$ cat config.mk
export PLATFORM = sky130hd
export DESIGN_NAME = rtc_offset_register_access
export DESIGN_NICKNAME = d
export VERILOG_FILES = /design/src/sv/rtcoff_pkg.sv /design/src/sv/rtcoff_div.sv /design/src/sv/rtc_offset_register_access.sv
export SDC_FILE = /design/constraint.sdc
export NUM_CORES = 1
export LEC_CHECK = 0
export BUFFER_PORTS_ARGS = -buffer_cell sky130_fd_sc_hd__buf_4
export CELL_PAD_IN_SITES_DETAIL_PLACEMENT = 1
export CELL_PAD_IN_SITES_GLOBAL_PLACEMENT = 1
export CORE_MARGIN = 1.5
export CORE_UTILIZATION = 51
export CTS_CLUSTER_SIZE = 16
export DETAILED_ROUTE_END_ITERATION = 12
export GPL_TIMING_DRIVEN = 0
export PLACE_DENSITY_LB_ADDON = 0.25
export SKIP_CTS_REPAIR_TIMING = 1
export SYNTH_ARGS = -nofsm -noshare
export SYNTH_HDL_FRONTEND = slang
export SYNTH_SLANG_ARGS = --single-unit
$ cat constraint.sdc
create_clock -name clk -period 11.2 [get_ports clk]
set_clock_uncertainty 0.1 [all_clocks]
set_input_delay 2.24 -clock clk [delete_from_list [all_inputs] [get_ports clk]]
set_output_delay 2.24 -clock clk [all_outputs]
set_load 0.01 [all_outputs]
$ cat src/sv/rtcoff_pkg.sv
// ----------------------------------------------------------------------------
// rtcoff_pkg
// Shared types and constants for the RTC offset register access block:
// register codes, sequencer states, divider pass setup and field helpers.
// ----------------------------------------------------------------------------
package rtcoff_pkg;

	localparam logic OP_READ  = 1'b0;
	localparam logic OP_WRITE = 1'b1;

	localparam logic [3:0] REG_SEC     = 4'd8;
	localparam logic [3:0] REG_MIN     = 4'd9;
	localparam logic [3:0] REG_HOUR    = 4'd10;
	localparam logic [3:0] REG_DAY_LO  = 4'd11;
	localparam logic [3:0] REG_DAY_HI  = 4'd12;

	localparam logic [31:0] SECS_PER_MIN  = 32'd60;
	localparam logic [31:0] SECS_PER_HOUR = 32'd3600;
	localparam logic [31:0] SECS_PER_DAY  = 32'd86400;
	localparam logic [31:0] SECS_PER_256D = 32'd22118400;

	// Divider passes: elapsed/60, minutes/60, hours/24 (two quotient bits per cycle)
	localparam logic [5:0] DIV_SIXTY     = 6'd60;
	localparam logic [5:0] DIV_TWENTYFOUR = 6'd24;
	localparam int         PASS0_BITS    = 32;
	localparam int         PASS1_BITS    = 28;
	localparam int         PASS2_BITS    = 22;
	localparam logic [4:0] PASS0_PAIRS   = 5'(PASS0_BITS / 2);
	localparam logic [4:0] PASS1_PAIRS   = 5'(PASS1_BITS / 2);
	localparam logic [4:0] PASS2_PAIRS   = 5'(PASS2_BITS / 2);

	typedef enum logic [1:0] {
		ST_IDLE,
		ST_DIV,
		ST_MUL,
		ST_FIN
	} state_t;

	typedef enum logic [1:0] {
		PASS_SEC,
		PASS_MIN,
		PASS_HOUR
	} pass_t;

	typedef struct packed {
		logic       load;
		logic [5:0] divisor;
		logic [4:0] pairs;
	} div_ctl_t;

	// Byte modulo 60 by binary reduction
	function automatic logic [5:0] mod60_byte(input logic [7:0] d);
		logic [7:0] v;
		v = d;
		if (v >= 8'd240) v = v - 8'd240;
		if (v >= 8'd120) v = v - 8'd120;
		if (v >= 8'd60)  v = v - 8'd60;
		return v[5:0];
	endfunction

	// Byte modulo 24 by binary reduction
	function automatic logic [4:0] mod24_byte(input logic [7:0] d);
		logic [7:0] v;
		v = d;
		if (v >= 8'd192) v = v - 8'd192;
		if (v >= 8'd96)  v = v - 8'd96;
		if (v >= 8'd48)  v = v - 8'd48;
		if (v >= 8'd24)  v = v - 8'd24;
		return v[4:0];
	endfunction

endpackage

$ cat src/sv/rtcoff_div.sv
// ----------------------------------------------------------------------------
// rtcoff_div
// Shared restoring divider by a small constant divisor, two quotient bits
// per cycle. The dividend is loaded left-aligned; after the programmed
// number of steps the quotient sits in the low bits and fin pulses.
// ----------------------------------------------------------------------------
module rtcoff_div (
	input  logic                 clk,
	input  logic                 arst_n,
	input  rtcoff_pkg::div_ctl_t ctl,
	input  logic [31:0]          dividend,
	output logic [31:0]          quotient,
	output logic [5:0]           remainder,
	output logic                 fin
);
	import rtcoff_pkg::*;

	logic [31:0] quo_q;
	logic [5:0]  rem_q;
	logic [5:0]  div_q;
	logic [4:0]  cnt_q;
	logic        fin_q;

	logic [6:0]  t1, t2;
	logic [5:0]  r1;
	logic        b1, b2;

	always_comb begin
		t1 = {rem_q, quo_q[31]};
		b1 = (t1 >= {1'b0, div_q});
		r1 = b1 ? 6'(t1 - {1'b0, div_q}) : t1[5:0];
		t2 = {r1, quo_q[30]};
		b2 = (t2 >= {1'b0, div_q});
	end

	always_ff @(posedge clk or negedge arst_n) begin
		if (!arst_n) begin
			cnt_q <= '0;
			fin_q <= 1'b0;
		end else begin
			fin_q <= (cnt_q == 5'd1) && !ctl.load;
			if (ctl.load) begin
				cnt_q <= ctl.pairs;
			end else if (cnt_q != '0) begin
				cnt_q <= cnt_q - 5'd1;
			end
		end
	end

	always_ff @(posedge clk) begin
		if (ctl.load) begin
			quo_q <= dividend;
			rem_q <= '0;
			div_q <= ctl.divisor;
		end else if (cnt_q != '0) begin
			quo_q <= {quo_q[29:0], b1, b2};
			rem_q <= b2 ? 6'(t2 - {1'b0, div_q}) : t2[5:0];
		end
	end

	assign quotient  = quo_q;
	assign remainder = rem_q;
	assign fin       = fin_q;

endmodule

$ cat src/sv/rtc_offset_register_access.sv
// ----------------------------------------------------------------------------
// rtc_offset_register_access
// Emulated cartridge clock registers kept as one 32-bit offset from host time.
// Reads split elapsed time into a field; writes splice a field and move the
// offset.
// ----------------------------------------------------------------------------
//  channel   ports                                               timing
//  command   start, busy, operation, register_select,            start && !busy
//            write_data, host_seconds
//  result    done, read_data                                     one-cycle strobe
//
// From the accepting edge to the done strobe each access makes three passes
// through the shared two-bit-per-cycle divider (elapsed/60, minutes/60,
// hours/24), then goes through a multiply state and an update state.
// busy is high from the accepting edge until the cycle of the strobe; a new
// command may be accepted at the edge that ends the strobe.
// Reset clears the offset to zero and returns the sequencer to idle.
// The receiver cannot stall: each result is transferred in its strobe cycle.
// ----------------------------------------------------------------------------
module rtc_offset_register_access (
	input  logic        clk,
	input  logic        arst_n,
	input  logic        start,
	output logic        busy,
	input  logic        operation,
	input  logic [3:0]  register_select,
	input  logic [7:0]  write_data,
	input  logic [31:0] host_seconds,
	output logic        done,
	output logic [7:0]  read_data
);
	import rtcoff_pkg::*;

	state_t      state_q, state_d;
	pass_t       pass_q, pass_d;
	logic [31:0] offset_q;
	logic        op_q;
	logic [3:0]  sel_q;
	logic [7:0]  data_q;
	logic [5:0]  sec_q, min_q;
	logic [4:0]  hour_q;
	logic [15:0] day_q;
	logic [31:0] prod_q;
	logic        done_q;
	logic [7:0]  rdata_q;

	div_ctl_t    div_ctl;
	logic [31:0] div_dividend;
	logic [31:0] div_quo;
	logic [5:0]  div_rem;
	logic        div_fin;

	logic        accept;
	logic [31:0] delta;
	logic [31:0] weight;
	logic [7:0]  rd_field;

	assign accept = start && (state_q == ST_IDLE);
	assign busy   = (state_q != ST_IDLE);

	rtcoff_div u_div (
		.clk       (clk),
		.arst_n    (arst_n),
		.ctl       (div_ctl),
		.dividend  (div_dividend),
		.quotient  (div_quo),
		.remainder (div_rem),
		.fin       (div_fin)
	);

	// Sequencer: next state and divider pass loads
	always_comb begin
		state_d      = state_q;
		pass_d       = pass_q;
		div_ctl      = '0;
		div_dividend = host_seconds - offset_q;
		case (state_q)
			ST_IDLE: begin
				if (start) begin
					div_ctl = '{load: 1'b1, divisor: DIV_SIXTY, pairs: PASS0_PAIRS};
					pass_d  = PASS_SEC;
					state_d = ST_DIV;
				end
			end
			ST_DIV: begin
				if (div_fin) begin
					case (pass_q)
						PASS_SEC: begin
							div_ctl      = '{load: 1'b1, divisor: DIV_SIXTY,
							                 pairs: PASS1_PAIRS};
							div_dividend = {div_quo[PASS1_BITS-1:0],
							                {(32-PASS1_BITS){1'b0}}};
							pass_d       = PASS_MIN;
						end
						PASS_MIN: begin
							div_ctl      = '{load: 1'b1, divisor: DIV_TWENTYFOUR,
							                 pairs: PASS2_PAIRS};
							div_dividend = {div_quo[PASS2_BITS-1:0],
							                {(32-PASS2_BITS){1'b0}}};
							pass_d       = PASS_HOUR;
						end
						default: begin
							state_d = ST_MUL;
						end
					endcase
				end
			end
			ST_MUL: begin
				state_d = ST_FIN;
			end
			ST_FIN: begin
				state_d = ST_IDLE;
			end
			default: begin
				state_d = ST_IDLE;
			end
		endcase
	end

	// Field change times its weight in seconds; unknown registers move nothing
	always_comb begin
		delta  = '0;
		weight = '0;
		case (sel_q)
			REG_SEC: begin
				delta  = {26'd0, mod60_byte(data_q)} - {26'd0, sec_q};
				weight = 32'd1;
			end
			REG_MIN: begin
				delta  = {26'd0, mod60_byte(data_q)} - {26'd0, min_q};
				weight = SECS_PER_MIN;
			end
			REG_HOUR: begin
				delta  = {27'd0, mod24_byte(data_q)} - {27'd0, hour_q};
				weight = SECS_PER_HOUR;
			end
			REG_DAY_LO: begin
				delta  = {24'd0, data_q} - {24'd0, day_q[7:0]};
				weight = SECS_PER_DAY;
			end
			REG_DAY_HI: begin
				delta  = {31'd0, data_q[0]} - {24'd0, day_q[15:8]};
				weight = SECS_PER_256D;
			end
			default: begin
				delta  = '0;
				weight = '0;
			end
		endcase
	end

	always_comb begin
		case (sel_q)
			REG_SEC:    rd_field = {2'd0, sec_q};
			REG_MIN:    rd_field = {2'd0, min_q};
			REG_HOUR:   rd_field = {3'd0, hour_q};
			REG_DAY_LO: rd_field = day_q[7:0];
			REG_DAY_HI: rd_field = {7'd0, day_q[8]};
			default:    rd_field = '0;
		endcase
	end

	always_ff @(posedge clk or negedge arst_n) begin
		if (!arst_n) begin
			state_q  <= ST_IDLE;
			pass_q   <= PASS_SEC;
			offset_q <= '0;
			done_q   <= 1'b0;
		end else begin
			state_q <= state_d;
			pass_q  <= pass_d;
			done_q  <= (state_q == ST_FIN);
			// new offset = host - (elapsed + change) = offset - change
			if (state_q == ST_FIN && op_q == OP_WRITE) begin
				offset_q <= offset_q - prod_q;
			end
		end
	end

	always_ff @(posedge clk) begin
		if (accept) begin
			op_q   <= operation;
			sel_q  <= register_select;
			data_q <= write_data;
		end
		if (state_q == ST_DIV && div_fin) begin
			case (pass_q)
				PASS_SEC: sec_q <= div_rem;
				PASS_MIN: min_q <= div_rem;
				default: begin
					hour_q <= div_rem[4:0];
					day_q  <= div_quo[15:0];
				end
			endcase
		end
		if (state_q == ST_MUL) begin
			prod_q <= 32'(delta * weight);
		end
		if (state_q == ST_FIN) begin
			rdata_q <= (op_q == OP_WRITE) ? 8'd0 : rd_field;
		end
	end

	assign done      = done_q;
	assign read_data = rdata_q;

	// Checks
	a_done_after_fin: assert property (@(posedge clk) disable iff (!arst_n)
		done |-> $past(state_q == ST_FIN))
		else $error("done strobe without update cycle");

	a_accept_busy: assert property (@(posedge clk) disable iff (!arst_n)
		(start && !busy) |=> busy)
		else $error("accepted command did not raise busy");

	a_offset_only_on_write: assert property (@(posedge clk) disable iff (!arst_n)
		!$stable(offset_q) |-> $past(state_q == ST_FIN && op_q == OP_WRITE))
		else $error("offset changed outside a write update");

	a_write_reads_zero: assert property (@(posedge clk) disable iff (!arst_n)
		done |-> (op_q == OP_READ || read_data == 8'd0))
		else $error("write returned nonzero data");

endmodule
# Word level (Yosys, flattened, before mapping)
# Cells that the tools add are included.
[word_totals]
register_bits = 173
latch_bits = 0
ramBits = 0
rom_bits = 0
in_bits = 48
output_inout_bits = 10
mem_count = 0
[op_classes]
n_addsub = 19
mul = 1
div = 0
order_cmp = 11
n_eq_ne = 14
shift = 0
n_mux = 43
n_bitwise = 1
reduce_logical = 17
[ops]
columns = ["op", "n"]
rows = [
  ["$pmux 32 s5", 1],
  ["$mux 32", 4],
  ["$pmux 25 s5", 1],
  ["$mux 8", 13],
  ["$pmux 32 s2", 1],
  ["$sub 32x32->32", 2],
  ["$pmux 12 s2", 2],
  ["$pmux 8 s5", 1],
  ["$mux 6", 6],
  ["$mul 32x32->32", 1],
  ["$ge 8x6->1 const B", 3],
  ["$ge 8x7->1 const B", 3],
  ["$mux 12", 2],
  ["$sub 8x7->8 const B", 3],
  ["$eq 4x4->1 const B", 5],
  ["$mux 5", 4],
  ["$ge 8x8->1 const B", 2],
  ["$sub 8x8->8 const B", 2],
  ["$ge 7x6->1", 2],
  ["$sub 6x6->7", 2],
  ["$sub 6x6->6", 2],
  ["$sub 6x6->6 const B", 2],
  ["$mux 2", 5],
  ["$sub 1x8->9", 1],
  ["other kinds (24)", 36],
]

# Longest topological paths before layout
# Gate-level depths: netlist of the first run.
[logic_depth]
ltp_word = 15
ltp_mapped = 43
mapped_depth_nobuf = 43

# By module
# Synthesis of the first run repeated with hierarchy kept, for this count alone.
[unflattened]
hier_cells = 2091
area_unflattened_um2 = 19879.1
[modules_own_cells]
columns = ["mod", "n_inst", "cells_per_inst", "area_per_inst_um2", "seq_area_each_um2"]
rows = [
  ["rtc_offset_register_access", 1, 1871, 17161.5, 3508.4],
  ["rtcoff_div", 1, 220, 2717.6, 1411.4],
]

# Least setup slack after synthesis of the first run
# No wires, ideal clock.
[synth_path]
kind = "flip-flop to flip-flop"
startpoint = "register data_q[2]"
endpoint = "register prod_q[31] (data pin)"
setup_ps = 264
t_arrival_ps = 9419
setup_slack_ps = 1417
path_stages_with_launch = 39
n_path_buf = 1
synth_period_minus_slack_ps = 9783
path_cell_list = "edfxtp_1 > nor4_2 > and3_1 > a21oi_1 > xnor2_1 > a31o_2 > mux2_2 > ha_1 > nor3b_1 > nor3b_1 > a211o_1 > mux2i_1 > ha_1 > a21o_1 > a211o_1 > buf_1 > inv_1 > fa_1 > (+3 left out) > inv_1 > fa_1 > fa_1 > fa_1 > inv_1 > fa_1 > inv_1 > ha_1 > nand2_1 > nor2_1 > o211ai_1 > o221ai_1 > a221oi_1 > a2111oi_0 > o21a_1 > o21a_1 > o32a_1 > nand4_1"
[synth_via]
elab_chain_cells = 15
elab_cells_between_ends = 43
classes_between = "13 x add/sub; 1 x mul; 9 x order compare; 20 x mux"
[synth_lines]
columns = ["item", "line_no", "text"]
rows = [
  ["from (decl)", "rtc_offset_register_access.sv:39", "logic [7:0] data_q;"],
  ["from (signal assigned)", "rtc_offset_register_access.sv:184", "data_q <= write_data;"],
  ["$sub 8x8->8 / $ge 8x8->1 (equally long branches)", "rtcoff_pkg.sv:65", "if (v >= 8'd192) v = v - 8'd192;"],
  ["$mux 8", "rtcoff_pkg.sv:65", ""],
  ["$mux 8", "rtc_offset_register_access.sv:124", "case (sel_q)"],
  ["$sub 8x7->8 / $ge 8x7->1 (equally long branches)", "rtcoff_pkg.sv:66", "if (v >= 8'd96) v = v - 8'd96;"],
  ["$mux 8", "rtcoff_pkg.sv:66", ""],
  ["$mux 8", "rtc_offset_register_access.sv:124", ""],
  ["$sub 8x6->8 / $ge 8x6->1 (equally long branches)", "rtcoff_pkg.sv:67", "if (v >= 8'd48) v = v - 8'd48;"],
  ["$mux 8", "rtcoff_pkg.sv:67", ""],
  ["$mux 8", "rtc_offset_register_access.sv:124", ""],
  ["$ge 8x5->1 / $sub 5x5->5 (equally long branches)", "rtcoff_pkg.sv:68", "if (v >= 8'd24) v = v - 8'd24;"],
  ["$mux 5", "rtcoff_pkg.sv:68", ""],
  ["$mux 5", "rtc_offset_register_access.sv:124", ""],
  ["$sub 5x5->6", "rtc_offset_register_access.sv:134", "delta = {27'd0, mod24_byte(data_q)} - {27'd0, hour_q};"],
  ["$pmux 32 s5 *", "rtc_offset_register_access.sv:124", ""],
  ["$mul 32x32->32 *", "rtc_offset_register_access.sv:197", "prod_q <= 32'(delta * weight);"],
  ["to (signal assigned)", "rtc_offset_register_access.sv:197", ""],
  ["to (decl)", "rtc_offset_register_access.sv:43", "logic [31:0] prod_q;"],
]
# Every way passes the cells marked *; elsewhere a longest branch is shown, timed or not. The select of a mux whose other input is x is not followed.
# A chain may end at the register's enable or synchronous reset.

# Final worst setup path of the first run
[layout_path]
startpoint = "register data_q[4]"
endpoint = "register prod_q[31] (data pin)"
# The elaborated chain is that of the path after synthesis.

==> results.md, run 1 <==
- Die extent in x: 197 um
- Most frequent cells in the layout: inv_1 (419), ha_1 (243), fa_1 (177)
- R2r setup slk: 0.51 ns
- IO Port Bufs: 57
- CP Class: flop to flop
- # DRC: 0
- Detailed-route wire length: 56500 um
- Met3 usage: 4.35%
- Final hold slack: 0.391 ns
- Asr flop ratio synth: 25.4%
- Met2 global-route usage: 53.9%
- Synth Area per Inst: 9.46 sq um
- Average wire per standard cell: 21.3 um
- Achievable Freq: 0.0935 GHz
- CORE AREA: 0.0369 sq mm
- Seq/Total Area, Yosys: 24.9%
- Fin util: 57.3%
- Min-Delay Path Class: flop to flop
- Initial antenna violation count: 1
- Iter 0 DRT Violations: 936
- Finished Layout Cells: 2645
- Least-Margin Pin Slew: 1.33 ns
- Synthesized flop and latch total: 169
- Max-slew violation count: 0
- Length of the first detailed-routing pass in iterations: 7
- Post-synthesis cell count: 2035
- CP Data Arrival Time: 10.75 ns
- N_diodes: 0
- Crit path required time: 11.26 ns
- Min Clock Period, post-route: 10.69 ns
- Slew HR: 10.9%
- Post-synth EDFFs: 120
- CP bufs+invs: 7
- Final Net Count: 2598
- Reported max-cap violation count: 0
- Setup violators final: 0
- Die Area: 0.0389 sq mm
- CP max-delay cell: fa_1
- Crit start category: flop
- DR vias: 15.2k
- DR vias/cell: 5.73
- CTS tree: built
- Crit path max-delay family: adder cells
- Overall global routing resource usage: 30.0%
- Outcome: complete, no violations
- Detailed Place HPWL: 45900 um
- Most used cell, CP: fa_1
- Root Buffer Master: clkbuf_16
- Post-Syn Area: 0.0192 sq mm
- # placed instances: 2597
- WHS Endpoint: min_q[5]
- Crit-path max FO: 12
- LEAKAGE: 0.0103 uW
- Clock buffer depth: 2
- Initial Util: 52.2%
- CTS Sinks: 169
- Die Ht: 197 um
- Grt ovf: 0
- Synth cell types: 84
- Cell Pwr Density: 267 mW/mm^2
- Crit Reg-Reg Endpoint: prod_q[31]
- Share of layout cells above drive strength 1: 7.47%
- Ys Warns: 0
- Max IR drop VDD: 0.256 mV
- IO Pins: 58
- Hold Path Origin: u_div.remainder[5]
- Worst Reg-to-Reg Cells: 39
- GR peak layer: met2
- RD Place Congestion: 0.896
- Biggest cell delay along the critical path: 0.55 ns
- Largest net degree at the start of global routing: 44
- # fillers: 4249
- Final hold vios: 0
- # H-tree levels: 4
- Routing usage on met1: 37.4%
- FF-to-FF Start: data_q[4]
- CTS buffer count: 17
- Area Growth Syn to Fin: 9.83%
- Tcrit/Tclk final: 95.5%
- Most common cell after layout, fill and taps aside: inv_1
- Post-Place Cell Area: 0.0203 sq mm
- Syn nets: 2505
- Final instance area: 0.0211 sq mm
- Post-DRT Antenna Nets: 0
- Global-route wire length before repair: 89400 um
- # rows: 70
- Ys flop type: edfxtp_1
- Worst-Skew Late Latency: 0.45 ns
- Vias in the first global route: 16.7k
- WHS Path Cells: 0
- Clock slew seen by the registers of the worst setup and hold paths: 0.08 ns
- Critical path capture point type: flop
-- power breakdown --
part | internal [uW] | switching (uW) | total [uW]
Sequential | 1020 | 202 | 1220
Clock | 322 | 290 | 613
Combinational | 1520 | 2300 | 3820
-- cell type report --
type / instances / area, sq um / area share [%]
inverters: 419 / 1570 / 7.44
repair buffers: 74 / 576 / 2.72
clock buffers: 18 / 439 / 2.08
clock inverters: 14 / 154 / 0.728
plain buffers: 33 / 131 / 0.622
well taps: 504 / 631 / 2.98
flip-flops and latches: 169 / 4800 / 22.7
multi-input cells: 1414 / 12800 / 60.7
-- worst register-to-register path: cells and delay by family (launching register included) --
family	cells	cell delay, ns
buffers and inverters	7	0.88
muxes	2	0.59
xor gates and xnor gates	1	0.15
adders and majority gates	10	4.22
AOI/OAI and AO/OA	12	2.69
DFF	1	0.50
and+or+nand+nor	7	1.27
-- registers in the layout (all words and copies together), names as in the netlist --
signal	flops
sec_q	6
state_q	2
read_data	8
op_q	1
min_q	6
data_q	8
u_div.quotient	32
offset_q	32
hour_q	5
u_div.div_q	2
u_div.fin	1
day_q	16
pass_q	2
u_div.remainder	6
done	1
u_div.cnt_q	5
sel_q	4
prod_q	32
-- logic make-up after synthesis --
logic type,after synthesis,synth area share [%]
buffers and inverters,452,8.83
AOI/OAI and AO/OA,429,14.5
adders and majority gates,422,34.4
and+or+nand+nor,415,10.3
DFF,169,24.9
xor gates and xnor gates,113,5.14
muxes,35,1.85
-- worst max path at each step --
stage,from,to,slack (ns),depth (start not counted)
after floorplan,data_q[2],prod_q[31],1.42,38
after global placement,data_q[1],prod_q[31],-0.03,38
after detailed placement,data_q[1],prod_q[31],-0.50,38
after CTS,data_q[1],prod_q[31],-0.53,38
after global routing,data_q[4],prod_q[31],-0.08,39
final,data_q[4],prod_q[31],0.51,39
-- per-layer routing --
| layer | share of wire (%) | wire length [um] |
|---|---|---|
| met2 | 51 | 29000 |
| met3 | 4.2 | 2380 |
| met4 | 2.3 | 1290 |
| met1 | 42 | 23800 |
| met5 | 0 | 0 |
-- stage by stage --
step           total power, uW  setup WS (ns)  TNS [ns]
2_1_floorplan             3880           1.42         0
3_3_place_gp              4710        -0.0294   -0.0294
3_5_place_dp              4940         -0.500    -0.728
4_1_cts                   5610         -0.531    -0.824
5_1_grt                   6130        -0.0843   -0.0843
6_report                  5650          0.509         0
-- synth_stat cells, types with 22 or more instances --
| library cell | n | area, sq um |
|---|---|---|
| inv_1 | 419 | 1570 |
| ha_1 | 244 | 3050 |
| fa_1 | 178 | 3560 |
| nand2_1 | 136 | 510 |
| edfxtp_1 | 120 | 3600 |
| a21oi_1 | 116 | 581 |
| o21ai_0 | 95 | 475 |
| nor2_1 | 93 | 349 |
| xnor2_1 | 72 | 631 |
| a21o_1 | 50 | 375 |
| dfrtp_1 | 43 | 1080 |
| xor2_1 | 41 | 359 |
| nor3_1 | 35 | 175 |
| a211oi_1 | 33 | 248 |
| mux2i_1 | 30 | 300 |
| nand3_1 | 30 | 150 |
| clkbuf_1 | 29 | 109 |
| o21a_1 | 22 | 165 |
Power figures use the tool's default switching activity.
==> run 2: changes to the inputs <==
ABC_AREA = 1   (was unset)
CORE_UTILIZATION = 50   (was 51)
==> run 2 against run 1 <==
  * Sequential cell count stayed put
  * Setup slack better by 0.34 ns
  * Hold slack better by 0.017 ns
  * Critical path depth up 10
  * Wire length up 11%
  * Design area rose by 2.7%
  * Combinational power is 8.1% higher
  * Count of clock-buffer cells in the layout up 1
  * Critical endpoint is now prod_q[28]
  * Largest power group unchanged
  * Highest routed layer unchanged
==> results.md, run 2 <==
- IO Port Bufs: 57 (unchanged)
- Initial Util: 50.6% (-1.6 points)
- Slew HR: 6.55% (-4.4 points)
- Ys flop type: edfxtp_1
- DR vias: 16.9k (+11%)
- Tcrit/Tclk final: 92.4% (-3.0 points)
- # DRC: 0 (unchanged)
- Met2 global-route usage: 58.1% (+4.2 points)
- # fillers: 4878 (+15%)
- RD Place Congestion: 0.921 (+2.8%)
- # rows: 73 (+4.3%)
- Detailed Place HPWL: 53500 um (+17%)
- CTS Sinks: 169 (unchanged)
- Seq/Total Area, Yosys: 23.9% (-1.0 points)
- Root Buffer Master: clkbuf_16
- # H-tree levels: 4 (unchanged)
- Initial antenna violation count: 0 (-1)
- CP Class: flop to flop
- CP startpoint: data_q[1]
- Post-synth top area cell: edfxtp_1
- Place WS: 0.825 ns (+1.33 ns)
- Crit start category: flop
- GR peak layer: met2
- Die extent in x: 203 um (+3.0%)
- N_diodes: 0 (unchanged)
- Syn nets: 2909 (+16%)
- Synth cell types: 56 (-33%)
- Global-route wire length before repair: 101000 um (+13%)
- Area occupied by multi-input gates: 0.0129 sq mm (+0.43%)
- Met3 usage: 3.21% (-1.1 points)
- Final hold vios: 0 (unchanged)
- Routing usage on met1: 38.6% (+1.1 points)
- Grt ovf: 0 (unchanged)
- Largest cells by area after synthesis: edfxtp_1 (18%), fa_1 (18%), ha_1 (15%), inv_1 (11%), nand2_1 (6.8%)
- DR vias/cell: 5.53 (-3.5%)
- Synth top cells by count: inv_1 (603), nand2_1 (364), ha_1 (244), fa_1 (178), nor2_1 (149)
- Synth Area per Inst: 8.22 sq um (-13%)
- CTS tree: built
- Register area: 0.00480 sq mm (unchanged)
- RSZ-0062 raised after global routing: no
- FF-to-FF Start: data_q[1]
- Fin util: 54.8% (-2.6 points)
- CORE AREA: 0.0396 sq mm (+7.5%)
- Total power: 5920 uW (+4.7%)
- Vias in the first global route: 18.9k (+13%)
- Biggest cell delay along the critical path: 0.66 ns (+0.11 ns)
- Post-synth EDFFs: 120 (unchanged)
- Post-Syn Area: 0.0200 sq mm (+4.2%)
- Clock buffer depth: 2 (unchanged)
- Iter 0 DRT Violations: 781 (-17%)
- Largest net degree at the start of global routing: 44 (unchanged)
- Ys Warns: 0 (unchanged)
- IO Pins: 58 (unchanged)
- Worst Reg-to-Reg Cells: 49 (+26%)
- Average wire per standard cell: 20.6 um (-3.6%)
- Synthesized flop and latch total: 169 (unchanged)
- Detailed-route wire length: 62800 um (+11%)
- Die Area: 0.0413 sq mm (+6.2%)
- Final Net Count: 2986 (+15%)
- Post-synthesis cell count: 2439 (+20%)
- Length of the first detailed-routing pass in iterations: 5 (-2)
- Min-Delay Path Class: flop to flop
- Crit path required time: 11.29 ns (+0.03 ns)
- Crit path setup slack, layout: 0.846 ns (+0.336 ns)
- Crit Reg-Reg Endpoint: prod_q[28]
- Clock slew seen by the registers of the worst setup and hold paths: 0.08 ns (about the same)
- CP Data Arrival Time: 10.44 ns (-0.31 ns)
- LEAKAGE: 0.0113 uW (+9.8%)
- Reported max-cap violation count: 0 (unchanged)
- Crit-path max FO: 12 (unchanged)
- Setup violators final: 0 (unchanged)
- Least-Margin Pin Slew: 1.40 ns (+0.0684 ns)
- Area Growth Syn to Fin: 8.29%
- R2r setup slk: 0.85 ns (+0.34 ns)
- Top-area cell type share of the netlist area: 18.0% (-0.75 points)
- Achievable Freq: 0.0966 GHz (+3.2%)
- Count leader, synth: inv_1
- Post-DRT Antenna Nets: 0 (unchanged)
- Most frequent cells in the layout: inv_1 (602), nand2_1 (364), ha_1 (243)
- Most common cell after layout, fill and taps aside: inv_1
- CTS buffer count: 17 (unchanged)
- Max IR drop VDD: 0.137 mV (-46%)
- Outcome: complete, no violations
- Share of layout cells above drive strength 1: 6.01% (-1.5 points)
- CP max-delay cell: edfxtp_1
- Cell Pwr Density: 273 mW/mm^2 (+2.0%)
- Asr flop ratio synth: 25.4% (unchanged)
- CP endpoint: prod_q[28]
- Min Clock Period, post-route: 10.35 ns (-0.336 ns)
- Worst-Skew Late Latency: 0.46 ns (about the same)
- Max-slew violation count: 0 (unchanged)
- Setup TNS: 0 ns (unchanged)
- WHS Path Cells: 0 (unchanged)
- Critical path capture point type: flop
- Die Ht: 203 um (+3.0%)
- Overall global routing resource usage: 31.9% (+1.9 points)
[run 2: cell types whose count changed in the layout (fill, tap and decap cells not counted), sizes merged, moves of 17 or more]
cell,previous run,this run
buf,77,58
a211oi,33,5
o21ai,101,142
nand2,137,375
nand3,30,113
mux2i,30,0
nand4,8,29
xnor2,72,34
o21a,22,5
a21oi,118,150
a21o,50,15
nor2,95,155
nand2b,21,0
inv,427,618
[run 2: cells by family after synthesis]
kind of cell             Yosys count  synth area share (%)
flip-flops                       169                  23.9
XOR/XNOR                          80                  3.60
AO/OA/AOI/OAI                    404                  11.6
buffers and inverters            630                  11.8
adder cells (fa/ha/maj)          422                  33.0
AND/OR/NAND/NOR                  734                  16.0
[run 2: power by group]
group	switching, uW	internal [uW]
registers	191	1030
logic	2680	1440
clock network	277	296
total	3150	2770
[run 2: area by class of cell]
type                       count  share of cell area (%)
multi-input combinational   1640                    59.4
sequential                   169                    22.1
inverter                     613                    10.6
tap                          525                    3.03
clock buffer                  19                    2.04
timing repair buffer          58                    2.04
clock inverter                13                   0.524
buffer                        17                   0.294
[run 2: worst min-delay path by stage]
stage | slack [ns] | startpoint | endpoint
after CTS | 0.41 | u_div.quotient[2] | day_q[2]
final | 0.41 | u_div.quotient[2] | day_q[2]
after detailed placement | 0.39 | u_div.quotient[2] | day_q[2]
after global routing | 0.43 | u_div.quotient[2] | day_q[2]
after floorplan | 0.33 | u_div.quotient[1] | day_q[1]
after global placement | 0.34 | u_div.quotient[1] | day_q[1]
[run 2: through the flow]
stage	hold slack (ns)	area (sq um)	cells
2_1_floorplan	0.326	20000	2439
3_3_place_gp	0.343	21100	3021
3_5_place_dp	0.388	21200	3022
4_1_cts	0.405	21700	3054
5_1_grt	0.426	21700	3054
6_report	0.408	21700	3054
[run 2: metal layers]
layer | part of all wire [%] | vias up | wire, um
met5 | 0 | - | 0
met4 | 3.6 | 0 | 2270
met3 | 3.6 | 112 | 2280
met2 | 51 | 374 | 32100
met1 | 42 | 8415 | 26200
li1 | - | 7991 | -
[run 2: worst max-delay path: cells and delay by family, from the launching register on]
kind | cells | cell delay [ns]
simple gates | 23 | 2.84
xor+xnor | 1 | 0.16
compound gates | 3 | 0.40
buf+inv | 12 | 1.45
flops | 1 | 0.66
fa+ha+maj | 10 | 4.47
==> run 3: changes to the inputs <==
CELL_PAD_IN_SITES_DETAIL_PLACEMENT = 0   (was 1)
==> run 3 against run 2 <==
  * Core utilization increased by 0.095 points
  * First-iteration DRC count grew 11%
  * Setup slack improved by 0.17 ns
  * Sequential share of layout area about the same
  * Final cell count stayed put
  * Clock power up 2%
  * Count of clock-buffer cells in the layout increased by 1
  * Sequential cell count stayed put
  * Critical path type unchanged
  * Critical endpoint unchanged
  * Register-to-register slack improved by 0.17 ns
  * Design area increased by 0.17%
  * Critical path depth unchanged
==> results.md, run 3 (synthesis gave the netlist of run 2 again) <==
- Outcome: complete, no violations
- LEAKAGE: 0.0113 uW (+0.12%)
- Share of layout cells above drive strength 1: 6.01% (unchanged)
- Average wire per standard cell: 17.3 um (-16%)
- IO Port Bufs: 57 (unchanged)
- Crit-path max FO: 12 (unchanged)
- CP max-delay cell: edfxtp_1
- Routed wl met3: 2070 um (-9.4%)
- Global-route wire length before repair: 87200 um (-14%)
- Die Ht: 203 um (unchanged)
- Most common cell after layout, fill and taps aside: inv_1
- Critical path capture point type: flop
- CP Class: flop to flop
- Reported max-cap violation count: 0 (unchanged)
- Root Buffer Master: clkbuf_16
- Min-Delay Path Class: flop to flop
- Clock buffer depth: 2 (unchanged)
- Tcrit/Tclk final: 90.9% (-1.5 points)
- RSZ-0062 raised after global routing: no
- # fillers: 3784 (-22%)
- Initial Util: 50.6% (unchanged)
- # H-tree levels: 4 (unchanged)
- Largest net degree at the start of global routing: 44 (unchanged)
- # rows: 73 (unchanged)
- Top Metal Used: met4
- Crit path setup slack, layout: 1.02 ns (+0.172 ns)
- N_diodes: 0 (unchanged)
- DR vias/cell: 5.26 (-4.9%)
- Iter 0 DRT Violations: 870 (+11%)
- Routed wl met2: 24800 um (-23%)
- Vias in the first global route: 16.8k (-11%)
- Cell Pwr Density: 263 mW/mm^2 (-3.6%)
- DR vias: 16.1k (-4.9%)
- Detailed Place HPWL: 45100 um (-16%)
- Post-DRT Antenna Nets: 0 (unchanged)
- Register area: 0.00480 sq mm (unchanged)
- Least-Margin Pin Slew: 1.33 ns (-0.0641 ns)
- Length of the first detailed-routing pass in iterations: 5 (unchanged)
- Setup TNS: 0 ns (unchanged)
- Biggest cell delay along the critical path: 0.66 ns (about the same)
- Area occupied by multi-input gates: 0.0129 sq mm (unchanged)
- CORE AREA: 0.0396 sq mm (unchanged)
- Final Net Count: 2986 (unchanged)
- Final hold vios: 0 (unchanged)
- CP Data Arrival Time: 10.27 ns (-0.17 ns)
- Achievable Freq: 0.0982 GHz (+1.7%)
- Die extent in x: 203 um (unchanged)
- CTS buffer count: 17 (unchanged)
- Min Clock Period, post-route: 10.18 ns (-0.172 ns)
- Clock slew seen by the registers of the worst setup and hold paths: 0.07 ns (about the same)
- Crit path required time: 11.29 ns (about the same)
- Max IR drop VDD: 0.147 mV (+7.2%)
- Grt ovf: 0 (unchanged)
- CTS tree: built
- Overall global routing resource usage: 27.2% (-4.7 points)
- Most frequent cells in the layout: inv_1 (602), nand2_1 (364), ha_1 (243)
- Slew HR: 10.8% (+4.3 points)
- IO Pins: 58 (unchanged)
- CTS Sinks: 169 (unchanged)
- M1 wire length: 24300 um (-7.2%)
- Place WS: 0.922 ns (+0.0964 ns)
- Area Growth Syn to Fin: 8.48%
- Crit start category: flop
- Detailed-route wire length: 52800 um (-16%)
- Max-slew violation count: 0 (unchanged)
- Worst-Skew Late Latency: 0.46 ns (about the same)
- Initial antenna violation count: 0 (unchanged)
- RD Place Congestion: 0.921 (unchanged)
- Setup violators final: 0 (unchanged)
- Die Area: 0.0413 sq mm (unchanged)
- # DRC: 0 (unchanged)
==> run 3: changes by cell type in the layout (fill, tap and decap cells not counted), sizes merged <==
cell	change
clkbuf	+1
clkinv	-2
inv	+1
==> run 3: final cells by class <==
class	instances	area share [%]
well taps	525	3.02
plain buffers	17	0.293
inverters	613	10.6
multi-input cells	1640	59.3
flip-flops and latches	169	22.1
clock buffers	20	2.15
repair buffers	58	2.04
clock inverters	12	0.581
==> run 3: per-layer routing <==
metal  track usage, %  vias up
li1                 -     8007
met1             36.3     7656
met2             45.5      322
met3             3.58       79
met4             9.50        0
met5                0        -
==> run 3: critical path, delay by kind of cell, from the launching register on <==
kind | cells | cell delay [ns]
fa+ha+maj | 10 | 4.48
flops | 1 | 0.66
compound gates | 3 | 0.38
buf+inv | 12 | 1.39
simple gates | 23 | 2.78
xor+xnor | 1 | 0.15
==> run 3: stage by stage <==
stage / hold slack, ns / power, uW / area, sq um / std cells / utilization (%)
after CTS: 0.397 / 5740 / 21700 / 3054 / 54.9
after detailed placement: 0.362 / 5080 / 21200 / 3022 / 53.4
after global routing: 0.419 / 6370 / 21700 / 3054 / 54.9
after global placement: 0.343 / 5060 / 21100 / 3021 / 53.3
final: 0.400 / 5720 / 21700 / 3054 / 54.9
after floorplan: 0.326 / 4050 / 20000 / 2439 / -
==> run 3: worst paths after layout <==
path / from / to / slack, ns / depth (start not counted)
worst max-delay path: data_q[1] / prod_q[28] / 1.02 / 49
worst min-delay path: u_div.quotient[1] / day_q[1] / 0.40 / 0
worst max register to register: data_q[1] / prod_q[28] / 1.02 / 49
worst min register to register: u_div.quotient[1] / day_q[1] / 0.40 / 0
max in group asynchronous: arst_n / offset_q[1] / 8.84 / 1
min in group asynchronous: arst_n / offset_q[30] / 1.72 / 1
==> run 3: where the power goes <==
group | leakage [uW] | internal, uW | total [uW] | switching (uW)
clock | 0.000288 | 313 | 587 | 273
sequential | 0.00175 | 1030 | 1210 | 180
combinational | 0.00930 | 1410 | 3920 | 2510
